## config.mk

```make
export PLATFORM = sky130hd
export DESIGN_NAME = c_comment_and_blank_line_stripper
export DESIGN_NICKNAME = d
export VERILOG_FILES = /design/src/design/csstrip_pkg.sv /design/src/design/csstrip_front.sv /design/src/design/csstrip_fifo.sv /design/src/design/csstrip_back.sv /design/src/design/c_comment_and_blank_line_stripper.sv
export SDC_FILE = /design/constraint.sdc
export NUM_CORES = 1
export LEC_CHECK = 0
export BUFFER_PORTS_ARGS = -buffer_cell sky130_fd_sc_hd__buf_2
export CORE_MARGIN = 8
export CORE_UTILIZATION = 55
export DETAILED_ROUTE_END_ITERATION = 7
export GPL_ROUTABILITY_DRIVEN = 0
export GPL_TIMING_DRIVEN = 0
export PLACE_DENSITY = 0.72
export SYNTH_ARGS = -nofsm -noshare
export SYNTH_HDL_FRONTEND = slang
export SYNTH_SLANG_ARGS = --single-unit
```

## constraint.sdc

```tcl
create_clock -name clk -period 4.2 [get_ports clk]
set_input_delay 0.84 -clock clk [delete_from_list [all_inputs] [get_ports clk]]
set_output_delay 0.84 -clock clk [all_outputs]
set_load 0.005 [all_outputs]
```

## src/design/csstrip_pkg.sv

```systemverilog
// shared types and constants for the comment and blank line stripper
`timescale 1ns / 1ps
package csstrip_pkg;

  localparam int unsigned Q_DEPTH = 4;
  localparam int unsigned QIDX_W  = $clog2(Q_DEPTH);
  localparam int unsigned QCNT_W  = $clog2(Q_DEPTH + 1);

  localparam logic [7:0] CH_NL    = 8'd10;
  localparam logic [7:0] CH_TAB   = 8'd9;
  localparam logic [7:0] CH_SP    = 8'd32;
  localparam logic [7:0] CH_SLASH = 8'd47;
  localparam logic [7:0] CH_STAR  = 8'd42;

  // one queued run: an optional held slash, then one result
  typedef struct packed {
    logic       two_res;
    logic [7:0] chr;
    logic       is_status;
    logic       unclosed;
  } run_t;

  typedef struct packed {
    logic valid;
    run_t head;
  } q_head_t;

endpackage

```

## src/design/csstrip_front.sv

```systemverilog
// lexer front end: accepts requests, tracks comment mode and queues results
`timescale 1ns / 1ps
module csstrip_front (
  input  logic                clk,
  input  logic                rst_n,
  input  logic                in_tvalid,
  output logic                in_tready,
  input  logic [7:0]          in_byte,
  input  logic                in_eot,
  input  logic                q_full,
  output logic                push,
  output csstrip_pkg::run_t   push_run
);
  import csstrip_pkg::*;

  localparam logic [2:0] M_NORMAL = 3'd0;
  localparam logic [2:0] M_SLASH  = 3'd1;
  localparam logic [2:0] M_LINE   = 3'd2;
  localparam logic [2:0] M_BLOCK  = 3'd3;
  localparam logic [2:0] M_BSTAR  = 3'd4;

  logic [2:0] mode_r, mode_nxt;
  logic       lhc_r, lhc_nxt;
  logic       emit;
  logic       in_fire;

  assign in_tready = !q_full;
  assign in_fire   = in_tvalid && in_tready;
  assign push      = in_fire && emit;

  always_comb begin
    mode_nxt = mode_r;
    lhc_nxt  = lhc_r;
    emit     = 1'b0;
    push_run = '{two_res: 1'b0, chr: in_byte, is_status: 1'b0, unclosed: 1'b0};
    if (in_eot) begin
      emit               = 1'b1;
      push_run.two_res   = (mode_r == M_SLASH);
      push_run.chr       = 8'd0;
      push_run.is_status = 1'b1;
      push_run.unclosed  = (mode_r == M_BLOCK) || (mode_r == M_BSTAR);
      mode_nxt           = M_NORMAL;
      lhc_nxt            = 1'b0;
    end else begin
      case (mode_r)
        M_SLASH: begin
          if (in_byte == CH_SLASH) begin
            mode_nxt = M_LINE;
          end else if (in_byte == CH_STAR) begin
            mode_nxt = M_BLOCK;
          end else begin
            // held slash goes out, then the byte with the line now non-empty
            emit             = 1'b1;
            push_run.two_res = 1'b1;
            mode_nxt         = M_NORMAL;
            lhc_nxt          = (in_byte != CH_NL);
          end
        end
        M_LINE: begin
          if (in_byte == CH_NL) begin
            emit     = lhc_r;
            lhc_nxt  = 1'b0;
            mode_nxt = M_NORMAL;
          end
        end
        M_BLOCK: begin
          if (in_byte == CH_NL) begin
            emit    = lhc_r;
            lhc_nxt = 1'b0;
          end else if (in_byte == CH_STAR) begin
            mode_nxt = M_BSTAR;
          end
        end
        M_BSTAR: begin
          if (in_byte == CH_SLASH) begin
            mode_nxt = M_NORMAL;
          end else if (in_byte != CH_STAR) begin
            if (in_byte == CH_NL) begin
              emit    = lhc_r;
              lhc_nxt = 1'b0;
            end
            mode_nxt = M_BLOCK;
          end
        end
        default: begin
          mode_nxt = M_NORMAL;
          if (in_byte == CH_NL) begin
            emit    = lhc_r;
            lhc_nxt = 1'b0;
          end else if ((in_byte == CH_SP || in_byte == CH_TAB) && !lhc_r) begin
            emit = 1'b0;
          end else if (in_byte == CH_SLASH) begin
            mode_nxt = M_SLASH;
          end else begin
            emit    = 1'b1;
            lhc_nxt = 1'b1;
          end
        end
      endcase
    end
  end

  always_ff @(posedge clk) begin
    if (!rst_n) begin
      mode_r <= M_NORMAL;
      lhc_r  <= 1'b0;
    end else if (in_fire) begin
      mode_r <= mode_nxt;
      lhc_r  <= lhc_nxt;
    end
  end

  a_eot_resets: assert property (@(posedge clk) disable iff (!rst_n)
    in_fire && in_eot |=> mode_r == M_NORMAL && !lhc_r)
    else $error("state not cleared after end of text");

endmodule

```

## src/design/csstrip_fifo.sv

```systemverilog
// short run queue between the lexer and the output sequencer
`timescale 1ns / 1ps
module csstrip_fifo (
  input  logic                 clk,
  input  logic                 rst_n,
  input  logic                 push,
  input  csstrip_pkg::run_t    push_run,
  input  logic                 pop,
  output logic                 full,
  output csstrip_pkg::q_head_t q_head
);
  import csstrip_pkg::*;

  run_t              mem_r [Q_DEPTH];
  logic [QIDX_W-1:0] wr_ptr_r, wr_ptr_nxt;
  logic [QIDX_W-1:0] rd_ptr_r, rd_ptr_nxt;
  logic [QCNT_W-1:0] cnt_r, cnt_nxt;

  assign full        = (cnt_r == QCNT_W'(Q_DEPTH));
  assign q_head.valid = (cnt_r != '0);
  assign q_head.head  = mem_r[rd_ptr_r];

  always_comb begin
    wr_ptr_nxt = wr_ptr_r;
    rd_ptr_nxt = rd_ptr_r;
    cnt_nxt    = cnt_r;
    if (push) begin
      wr_ptr_nxt = (wr_ptr_r == QIDX_W'(Q_DEPTH - 1)) ? '0 : wr_ptr_r + 1'b1;
    end
    if (pop) begin
      rd_ptr_nxt = (rd_ptr_r == QIDX_W'(Q_DEPTH - 1)) ? '0 : rd_ptr_r + 1'b1;
    end
    if (push && !pop) begin
      cnt_nxt = cnt_r + 1'b1;
    end else if (pop && !push) begin
      cnt_nxt = cnt_r - 1'b1;
    end
  end

  always_ff @(posedge clk) begin
    if (!rst_n) begin
      wr_ptr_r <= '0;
      rd_ptr_r <= '0;
      cnt_r    <= '0;
    end else begin
      wr_ptr_r <= wr_ptr_nxt;
      rd_ptr_r <= rd_ptr_nxt;
      cnt_r    <= cnt_nxt;
    end
  end

  always_ff @(posedge clk) begin
    if (push) begin
      mem_r[wr_ptr_r] <= push_run;
    end
  end

  a_no_overflow: assert property (@(posedge clk) disable iff (!rst_n)
    !(push && full))
    else $error("push into full queue");

  a_no_underflow: assert property (@(posedge clk) disable iff (!rst_n)
    !(pop && !q_head.valid))
    else $error("pop from empty queue");

endmodule

```

## src/design/csstrip_back.sv

```systemverilog
// output sequencer: expands queued runs into results behind an output register
`timescale 1ns / 1ps
module csstrip_back (
  input  logic                 clk,
  input  logic                 rst_n,
  input  csstrip_pkg::q_head_t q_head,
  output logic                 pop,
  output logic                 out_tvalid,
  input  logic                 out_tready,
  output logic [7:0]           out_byte,
  output logic                 out_status,
  output logic                 out_unc,
  output logic                 out_last
);
  import csstrip_pkg::*;

  logic       valid_r, valid_nxt;
  logic       phase_r, phase_nxt;
  logic [7:0] byte_r, byte_nxt;
  logic       status_r, status_nxt;
  logic       unc_r, unc_nxt;
  logic       last_r, last_nxt;
  logic       load;

  assign load = !valid_r || out_tready;

  always_comb begin
    pop        = 1'b0;
    phase_nxt  = phase_r;
    valid_nxt  = valid_r && !out_tready;
    byte_nxt   = byte_r;
    status_nxt = status_r;
    unc_nxt    = unc_r;
    last_nxt   = last_r;
    if (load && q_head.valid) begin
      valid_nxt = 1'b1;
      if (q_head.head.two_res && !phase_r) begin
        byte_nxt   = CH_SLASH;
        status_nxt = 1'b0;
        unc_nxt    = 1'b0;
        last_nxt   = 1'b0;
        phase_nxt  = 1'b1;
      end else begin
        byte_nxt   = q_head.head.chr;
        status_nxt = q_head.head.is_status;
        unc_nxt    = q_head.head.unclosed;
        last_nxt   = 1'b1;
        phase_nxt  = 1'b0;
        pop        = 1'b1;
      end
    end
  end

  always_ff @(posedge clk) begin
    if (!rst_n) begin
      valid_r <= 1'b0;
      phase_r <= 1'b0;
    end else begin
      valid_r <= valid_nxt;
      phase_r <= phase_nxt;
    end
  end

  always_ff @(posedge clk) begin
    byte_r   <= byte_nxt;
    status_r <= status_nxt;
    unc_r    <= unc_nxt;
    last_r   <= last_nxt;
  end

  assign out_tvalid = valid_r;
  assign out_byte   = byte_r;
  assign out_status = status_r;
  assign out_unc    = unc_r;
  assign out_last   = last_r;

  a_status_is_last: assert property (@(posedge clk) disable iff (!rst_n)
    valid_r && status_r |-> last_r && byte_r == 8'd0)
    else $error("status result malformed");

endmodule

```

## src/design/c_comment_and_blank_line_stripper.sv

```systemverilog
// top level of the c comment and blank line stripper
`timescale 1ns / 1ps
// Takes one text byte per request and returns the text with // and /* */
// comments removed, leading blanks dropped and empty lines suppressed. A new
// request is accepted every cycle while the four-entry run queue has room;
// results leave one per cycle while out_tready is high, so a request that
// yields a held slash plus another result occupies the output for two
// results, the slash first. The first result of a request is written into the
// run queue when the request is accepted and then into the output register
// before it is presented. An end-of-text request emits a pending slash, then
// a status result, and returns the lexer to its reset state.
module c_comment_and_blank_line_stripper (
  input  logic       clk,
  input  logic       rst_n,
  input  logic       in_tvalid,
  output logic       in_tready,
  input  logic [7:0] in_tdata,   // [7:0] in_byte
  input  logic [0:0] in_tuser,   // [0] end_of_text
  output logic       out_tvalid,
  input  logic       out_tready,
  output logic [7:0] out_tdata,  // [7:0] out_byte
  output logic [1:0] out_tuser,  // [0] is_status, [1] unclosed_comment
  output logic       out_tlast
);
  import csstrip_pkg::*;

  logic    push;
  run_t    push_run;
  logic    pop;
  logic    q_full;
  q_head_t q_head;
  logic    st_status;
  logic    st_unc;

  csstrip_front u_front (
    .clk       (clk),
    .rst_n     (rst_n),
    .in_tvalid (in_tvalid),
    .in_tready (in_tready),
    .in_byte   (in_tdata),
    .in_eot    (in_tuser[0]),
    .q_full    (q_full),
    .push      (push),
    .push_run  (push_run)
  );

  csstrip_fifo u_fifo (
    .clk      (clk),
    .rst_n    (rst_n),
    .push     (push),
    .push_run (push_run),
    .pop      (pop),
    .full     (q_full),
    .q_head   (q_head)
  );

  csstrip_back u_back (
    .clk        (clk),
    .rst_n      (rst_n),
    .q_head     (q_head),
    .pop        (pop),
    .out_tvalid (out_tvalid),
    .out_tready (out_tready),
    .out_byte   (out_tdata),
    .out_status (st_status),
    .out_unc    (st_unc),
    .out_last   (out_tlast)
  );

  assign out_tuser = {st_unc, st_status};

endmodule
```

==> flow_summary.ini, run 1 <==
[setup_path]
path_max_fanout = 7
rrSetupSlack_ns = 1.23
slowest_stage = fa_1
slowest_delay_ns = 0.43
setup.worst_path.end_class = flip-flop
startpoint_type = primary input
crit_arrival_ns = 3.58
path_class = primary input to flip-flop
crit_required_ns = 4.46
crit_chain = buf_2 -> or3_4 -> nor3_1 -> a31oi_1 -> a31oi_4 -> ha_1 -> inv_1 -> fa_1 -> xor2_1 -> or3_1 -> a21oi_1

[floorplan]
die-area_sq_mm = 0.008343
core_area_sq_mm = 0.005507
num_io_pins = 26
die_w_microns = 91.34
initial_core_util_pct = 56.69
row_count = 27
die_h_microns = 91.34

[route]
wire_per_inst_microns = 15.82
first_pass_iters = 5
finalWirelength_microns = 5252
drc_errors = 0
ant_nets = 0
drt-vias-per-instance = 5.518
first_iter_violations = 130
routed-via-count = 1832

[timing]
fin_worst_hold_slack_ns = 0.4711
period_minus_slack_ns = 3.322
period_share_pct = 79.10
report.final.slew_viol_count = 0
finalSetupViolCount = 0
relSlewSlack_pct = 24.00
layout_setup_ws_ns = 0.8778
fin_tns_setup_ns = 0
fmax_ghz = 0.3010
rsz0062_at_grt = no
clock_skew_ns = 0.008857
worstMarginPinSlew_ns = 1.140
hold_viol = 0

[cells_and_area]
fin_util_pct = 63.60
fillers = 428
multi_input_area_sq_mm = 0.001085
final_nets = 275
drive_gt1_share_pct = 27.69
n_antenna_cell = 0
syn_to_final_growth_pct = 12.18
register_area_sq_mm = 0.001952

[grt]
grt_start_max_net_pins = 15
first_global_vias = 1878
grt_pass1_wl_microns = 8935
grt.total_usage_pct = 13.77
grt_antenna_before_repair = 0
grt-ovfl-total = 0

[synthesis]
syn_area_per_cell_sq_um = 14.25
async_reset_ff_share_pct = 0
synth_nets = 239
ys_seq_elements = 70
synth_area_sq_mm = 0.003122
syn_inst = 219
synth-seq-area-share_pct = 62.53
ys_types = 48
ys.flop_type = edfxtp_1
synth_warnings = 0
synth-edff-count = 55

[cts]
cts-root-buf = clkbuf_8
cts_buffers = 9
cts_resized = 0
ctsHtreeMaxLevel = 3
tritoncts = done
clk_path_buf_depth = 2
clk_pin_slew_ns = 0.07
cts_num_sinks = 70
cts_setup_buffers = 0
clk_latency_ns = 0.33
postCtsHoldBufs = 0

[power]
power_leakage_uw = 0.001243
vdd_ir_drop_max_mv = 0.2830
p_per_area_mw_per_mm2 = 564.0
p_total_uw = 1975

[hold_path]
hp-class = flip-flop to flip-flop

[status]
status = complete, no violations

[placement]
place.detailed.hpwl_microns = 3880
port_buffers = 25
dp_slack_ns = 0.5514

[flow_run]
maxCapViolCount = 0
## through the flow
stage,std cells,cell area (sq um)
after global routing,332,3502
final,332,3502
after detailed placement,316,3337
after floorplan,219,3122
after global placement,316,3337
after CTS,332,3502
## cell usage after synthesis, drive strengths merged, types with 2 or more instances
cell type  instances  area share, %
a21oi              7            1.1
a31oi              3            1.1
and2               4           0.80
buf                5            1.0
clkbuf             5           0.60
dfxtp             15            9.6
edfxtp            55             53
ha                 6            2.4
inv                9            1.1
mux2i              5            1.6
mux4              11            7.9
nand2              7           0.84
nand2b             3           0.60
nand3              4           0.64
nand3b             2           0.48
nand4              2           0.40
nand4b             2           0.56
nor2              15            2.0
nor2b             16            3.2
nor3               5           0.80
o21ai              4           0.64
or2                5            1.0
or3                5            1.2
or3b               2           0.56
xnor2              2           0.56
xor2               2           0.56
## logic make-up after synthesis
logic type               Yosys count  synth area share, %
AND/OR/NAND/NOR                   79                15.35
flip-flops                        70                62.52
AO/OA/AOI/OAI                     23                5.331
buffers and inverters             19                2.725
multiplexers                      17                9.900
adder cells (fa/ha/maj)            7                3.046
XOR/XNOR                           4                1.122
## path summary, 6_finish.rpt
check	startpoint	endpoint	cells past startpoint
hold reg to reg	u_back.out_tvalid$_SDFF_PN0_	u_back.out_tvalid$_SDFF_PN0_	2
setup / recovery	in_tdata[4]	u_fifo.cnt_r[2]$_SDFFE_PN0P_	11
setup reg to reg	u_fifo.cnt_r[0]$_SDFFE_PN0P_	u_fifo.cnt_r[2]$_SDFFE_PN0P_	10
hold / removal	u_back.out_tvalid$_SDFF_PN0_	u_back.out_tvalid$_SDFF_PN0_	2
## worst max-delay path: cells and delay by family
kind,cells,cell delay (ns)
and+or+nand+nor,3,1.07
adders and majority gates,2,0.67
buffers and inverters,2,0.19
xor gates and xnor gates,1,0.17
AOI/OAI and AO/OA,3,0.65
## sequential cells by signal, indices dropped and copies added (netlist names), named ones only
| register | flops |
|---|---|
| u_back.out_byte | 8 |
| u_back.out_last | 1 |
| u_back.out_status | 1 |
| u_back.out_tvalid | 1 |
| u_back.out_unc | 1 |
| u_back.phase_r | 1 |
| u_fifo.cnt_r | 3 |
| u_fifo.mem_r | 44 |
| u_fifo.rd_ptr_r | 2 |
| u_fifo.wr_ptr_r | 2 |
| u_front.lhc_r | 1 |
| u_front.mode_r | 3 |
## per-layer routing
layer  part of all wire, %  up-vias  track usage (%)  routed length, microns
met2                    49       40            21.64                    2549
met4                   2.0        0            7.640                     103
met5                     0        -                0                       0
li1                      -      894                -                       -
met1                    45      887            16.28                    2348
met3                   4.8       11            4.691                     251
## layout make-up
class | instances | area share [%]
Clock inverter | 7 | 1.179
Timing Repair Buffer | 25 | 3.573
Clock buffer | 9 | 3.537
Sequential cell | 70 | 55.73
Inverter | 9 | 0.9646
Buffer | 10 | 1.465
Multi-Input combinational cell | 130 | 30.98
Tap cell | 72 | 2.572
## cells in the final DEF (no fill, tap or decap), drive strengths merged, types with 2 or more instances in the layout
cell type	Yosys	routed
edfxtp	55	55
buf	5	30
nor2b	16	16
dfxtp	15	15
nor2	15	15
clkbuf	5	14
mux4	11	11
inv	9	9
a21oi	7	7
nand2	7	7
ha	6	6
clkinv	0	6
nor3	5	5
mux2i	5	5
or2	5	5
or3	5	5
nand3	4	4
and2	4	4
o21ai	4	4
nand2b	3	3
a31oi	3	3
nand4	2	2
xnor2	2	2
nand3b	2	2
or3b	2	2
xor2	2	2
nand4b	2	2
## where the power goes
part / switching (uW) / total [uW] / internal [uW]
Clock: 235 / 445 / 209
Sequential: 52.8 / 978 / 925
Combinational: 274 / 553 / 279
Total: 562 / 1980 / 1410
Power figures use the tool's default switching activity.
==> inputs of run 2 (changes only) <==
==> constraint.sdc (replaced) <==
create_clock -name clk -period 3.3 [get_ports clk]
set_input_delay 0.66 -clock clk [delete_from_list [all_inputs] [get_ports clk]]
set_output_delay 0.66 -clock clk [all_outputs]
set_load 0.005 [all_outputs]
==> flow_summary.ini, run 2 (same netlist as run 1, synthesis figures left out) <==
[status]
status = complete, no violations

[cts]
cts_buffers = 9
cts_setup_buffers = 0
postCtsHoldBufs = 0
cts_resized = 0
cts_num_sinks = 70
clk_pin_slew_ns = 0.07
clk_path_buf_depth = 2
ctsHtreeMaxLevel = 3
cts-root-buf = clkbuf_8
tritoncts = done
clk_latency_ns = 0.33

[timing]
fmax_ghz = 0.3262
period_minus_slack_ns = 3.066
clock_skew_ns = 0.008251
worstMarginPinSlew_ns = 0.6936
layout_setup_ws_ns = 0.2343
rsz0062_at_grt = no
relSlewSlack_pct = 53.16
fin_worst_hold_slack_ns = 0.4811
period_share_pct = 92.90
report.final.slew_viol_count = 0
hold_viol = 0
finalSetupViolCount = 0

[power]
vdd_ir_drop_max_mv = 0.3613
p_per_area_mw_per_mm2 = 716.9
power_leakage_uw = 0.001243

[setup_path]
crit_path_start = in_tdata[5]
cp.buffers_inverters = 3
crit_arrival_ns = 3.33
r2r-start = u_front.mode_r[0]$_SDFFE_PN0P_
startpoint_type = primary input
crit_family = simple AND/OR/NAND/NOR gates
r2r_end = u_fifo.cnt_r[2]$_SDFFE_PN0P_
path_max_fanout = 7
reg2regPathDepth = 11
path_class = primary input to flip-flop
crit_required_ns = 3.57
slowest_delay_ns = 0.55
setup.worst_path.end_class = flip-flop
crit_path_end = u_fifo.cnt_r[2]$_SDFFE_PN0P_
cp_common_cell = buf_2
path_depth = 12
slowest_stage = or4_4
rrSetupSlack_ns = 0.39
crit_chain = buf_2 -> or4b_1 -> buf_2 -> nor2_1 -> or4_4 -> a31oi_4 -> ha_1 -> inv_1 -> fa_1 -> xor2_1 -> or3_1 -> a21oi_1

[cells_and_area]
syn_to_final_growth_pct = 12.47
layout_commonest_cell = edfxtp_1
final_nets = 275
top_register = u_fifo.mem_r
n_antenna_cell = 0
fillers = 426
drive_gt1_share_pct = 28.46
largest_reg_flops = 44
layout_common_cells = edfxtp_1 (55), buf_2 (27), nor2b_1 (16)

[grt]
grt_antenna_before_repair = 0
grt_start_max_net_pins = 15
grt_pass1_wl_microns = 8935
first_global_vias = 1878
grt-ovfl-total = 0
grt.total_usage_pct = 13.77

[hold_path]
hp-class = flip-flop to flip-flop

[route]
first_pass_iters = 4
drt-vias-per-instance = 5.512
wire_per_inst_microns = 15.87
ant_nets = 0
drc_errors = 0
routed-via-count = 1830
first_iter_violations = 144
finalWirelength_microns = 5268

[floorplan]
die-area_sq_mm = 0.008343
num_io_pins = 26
initial_core_util_pct = 56.69
die_w_microns = 91.34
die_h_microns = 91.34
core_area_sq_mm = 0.005507
row_count = 27

[placement]
dp_slack_ns = -0.1686
port_buffers = 25
place.detailed.hpwl_microns = 3880

[flow_run]
maxCapViolCount = 0
## run 2: how the worst min path moves through the flow
| stage | slack [ns] | cells after the start | endpoint | startpoint |
|---|---|---|---|---|
| final | 0.48 | 2 | u_back.out_tvalid$_SDFF_PN0_ | u_back.out_tvalid$_SDFF_PN0_ |
| after global routing | 0.51 | 2 | u_back.out_tvalid$_SDFF_PN0_ | u_back.out_tvalid$_SDFF_PN0_ |
| after CTS | 0.47 | 2 | u_back.out_tvalid$_SDFF_PN0_ | u_back.out_tvalid$_SDFF_PN0_ |
| after detailed placement | 0.46 | 2 | u_back.out_tvalid$_SDFF_PN0_ | u_back.out_tvalid$_SDFF_PN0_ |
| after global placement | 0.45 | 2 | u_back.out_tvalid$_SDFF_PN0_ | u_back.out_tvalid$_SDFF_PN0_ |
| after floorplan | 0.46 | 2 | u_back.out_tvalid$_SDFF_PN0_ | u_back.out_tvalid$_SDFF_PN0_ |
## run 2: metal layers
layer	vias to the layer above	track usage, %	routed length (microns)
li1	894	-	-
met1	881	16.28	2352
met2	42	21.64	2535
met3	13	4.691	252
met4	0	7.640	127
met5	-	0	0
## run 2: worst min-delay path, cell delays in order, from the launching register on
cell,delay (ns)
dfxtp_1,0.33
nand2_1,0.06
a21oi_1,0.05
## run 2: metrics by stage
| step | std cells | util [%] | area (sq um) | TNS (ns) | power (uW) |
|---|---|---|---|---|---|
| final | 332 | 63.76 | 3511 | 0 | 2517 |
| after global routing | 332 | 63.76 | 3511 | 0 | 2677 |
| after CTS | 332 | 63.60 | 3502 | 0 | 2548 |
| after detailed placement | 316 | 60.60 | 3337 | -0.1686 | 1983 |
| after global placement | 316 | 60.60 | 3337 | -0.1283 | 1945 |
| after floorplan | 219 | - | 3122 | 0 | 1769 |
## run 2: final cells by class
cell class | count | area (sq um) | area share, %
Clock buffer | 9 | 123.9 | 3.528
Buffer | 10 | 51.30 | 1.461
Timing Repair Buffer | 25 | 125.1 | 3.564
Clock inverter | 7 | 41.29 | 1.176
Tap cell | 72 | 90.09 | 2.566
Sequential cell | 70 | 1952 | 55.60
Inverter | 9 | 33.78 | 0.9622
Multi-Input combinational cell | 130 | 1094 | 31.15
## run 2: where the power goes
group          internal (uW)  leakage [uW]  total (uW)  switching, uW
clock network            266     0.0000885         567            301
logic                    357      0.000510         706            350
registers               1180      0.000645        1240           67.8
==> inputs of run 3 (changes only) <==
--- a/config.mk
+++ b/config.mk
@@ -12,6 +12,8 @@
 export GPL_ROUTABILITY_DRIVEN = 0
 export GPL_TIMING_DRIVEN = 0
 export PLACE_DENSITY = 0.72
+export REMOVE_ABC_BUFFERS = 1
+export SETUP_SLACK_MARGIN = 0.3
 export SYNTH_ARGS = -nofsm -noshare
 export SYNTH_HDL_FRONTEND = slang
 export SYNTH_SLANG_ARGS = --single-unit
==> constraint.sdc (replaced) <==
create_clock -name clk -period 3.3 [get_ports clk]
set_input_delay 0.66 -clock clk [delete_from_list [all_inputs] [get_ports clk]]
set_output_delay 0.66 -clock clk [all_outputs]
set_load 0.02 [all_outputs]
==> flow_summary.ini, run 3 (same netlist as run 1, synthesis figures left out) <==
[setup_path]
slowest_delay_ns = 0.55
slowest_stage = or4_4
crit_required_ns = 3.56
path_max_fanout = 7
crit_chain = buf_2 -> or4b_4 -> nor2_1 -> or4_4 -> a31oi_4 -> ha_4 -> inv_1 -> fa_1 -> xor2_1 -> or3_1 -> a21oi_1
cp.buffers_inverters = 2
rrSetupSlack_ns = 0.45
path_class = primary input to flip-flop
crit_family = simple AND/OR/NAND/NOR gates
path_depth = 11
startpoint_type = primary input
crit_arrival_ns = 3.14
crit_path_end = u_fifo.cnt_r[2]$_SDFFE_PN0P_
reg2regPathDepth = 10
r2r_end = u_fifo.cnt_r[2]$_SDFFE_PN0P_
r2r-start = u_front.mode_r[0]$_SDFFE_PN0P_
setup.worst_path.end_class = flip-flop
crit_path_start = in_tdata[5]

[power]
power_leakage_uw = 0.001245
vdd_ir_drop_max_mv = 0.3824
p_per_area_mw_per_mm2 = 789.0

[timing]
relSlewSlack_pct = 42.76
worstMarginPinSlew_ns = 0.8586
finalSetupViolCount = 0
clock_skew_ns = 0.006401
fin_worst_hold_slack_ns = 0.5051
period_minus_slack_ns = 2.877
fmax_ghz = 0.3476
rsz0062_at_grt = no
hold_viol = 0
fin_tns_setup_ns = 0
report.final.slew_viol_count = 0
period_share_pct = 87.18

[grt]
grt_start_max_net_pins = 21
grt_pass1_wl_microns = 9218
grt_antenna_before_repair = 0
first_global_vias = 1902
grt-ovfl-total = 0
grt.total_usage_pct = 14.20

[hold_path]
hp-class = flip-flop to flip-flop

[floorplan]
initial_core_util_pct = 56.69
row_count = 27
die_w_microns = 91.34
die_h_microns = 91.34
num_io_pins = 26
core_area_sq_mm = 0.005507
die-area_sq_mm = 0.008343

[cts]
ctsHtreeMaxLevel = 3
clk_path_buf_depth = 2
tritoncts = done
cts_num_sinks = 70
postCtsHoldBufs = 0
clk_latency_ns = 0.33
clk_pin_slew_ns = 0.07
cts-root-buf = clkbuf_8
cts_buffers = 9

[route]
drc_errors = 0
wire_per_inst_microns = 17.07
routed-via-count = 1792
finalWirelength_microns = 5515
drt-vias-per-instance = 5.548
ant_nets = 0
first_iter_violations = 92
first_pass_iters = 4

[cells_and_area]
drive_gt1_share_pct = 29.88
largest_reg_flops = 44
layout_common_cells = edfxtp_1 (55), buf_2 (25), nor2b_1 (15)
top_register = u_fifo.mem_r
fin_area_sq_mm = 0.003546
syn_to_final_growth_pct = 13.59
n_antenna_cell = 0
final_nets = 266
layout_commonest_cell = edfxtp_1

[status]
status = complete, no violations

[placement]
place.detailed.hpwl_microns = 3637
placed_area_sq_mm = 0.003286
port_buffers = 25

[flow_run]
maxCapViolCount = 0
[run 3: what timing repair did]
item | CTS | global route
setup endpoints to repair | 2 | 1
cloned | 0 | 0
gates resized for setup | 6 | 5
buffers inserted | 1 | 0
pin swaps | 1 | 1
[run 3: power by group]
part | switching, uW | internal (uW) | total, uW
Combinational | 404 | 361 | 765
Clock | 311 | 424 | 736
Sequential | 116 | 1180 | 1300
[run 3: metrics by stage]
stage | cells | power [uW] | setup WS [ns] | util, %
6_report | 323 | 2798 | 0.4231 | 64.39
5_1_grt | 323 | 2960 | 0.3262 | 64.39
4_1_cts | 323 | 2802 | 0.3029 | 64.03
3_5_place_dp | 306 | 2053 | -0.3540 | 59.67
3_3_place_gp | 306 | 2031 | -0.3264 | 59.67
2_1_floorplan | 209 | 1833 | 0.2097 | -
[run 3: routing by layer]
metal / GRT usage (%) / share of wire (%)
met2: 24.18 / 51
met1: 15.78 / 44
met4: 8.049 / 2.2
met3: 3.786 / 3.6
met5: 0 / 0
[run 3: how the worst min path moves through the flow]
stage,start,endpoint,slack (ns),cells past startpoint
floorplan,u_fifo.cnt_r[2]$_SDFFE_PN0P_,u_fifo.cnt_r[2]$_SDFFE_PN0P_,0.47,2
global placement,u_back.out_tvalid$_SDFF_PN0_,u_back.out_tvalid$_SDFF_PN0_,0.45,2
detailed placement,u_back.out_tvalid$_SDFF_PN0_,u_back.out_tvalid$_SDFF_PN0_,0.48,2
CTS,u_back.out_tvalid$_SDFF_PN0_,u_back.out_tvalid$_SDFF_PN0_,0.50,2
global route,u_fifo.wr_ptr_r[0]$_SDFFE_PN0P_,u_fifo.wr_ptr_r[0]$_SDFFE_PN0P_,0.53,2
finish,u_back.out_tvalid$_SDFF_PN0_,u_back.out_tvalid$_SDFF_PN0_,0.51,2
[run 3: area by class of cell]
type	count	area, sq um
inverters	9	33.78
flip-flops and latches	70	1958
clock buffers	10	127.6
fillers	395	1961
repair buffers	26	132.6
well taps	72	90.09
multi-input cells	130	1117
clock inverters	6	86.33
[run 3: worst register-to-register path, stage by stage, from the launching register on]
cell and delay [ns]:
dfxtp_1 0.55, nor2_4 0.08, xnor2_1 0.14, or4_4 0.53, a31oi_4 0.21, ha_4 0.16
inv_1 0.05, fa_1 0.43, xor2_1 0.18, or3_1 0.30, a21oi_1 0.14
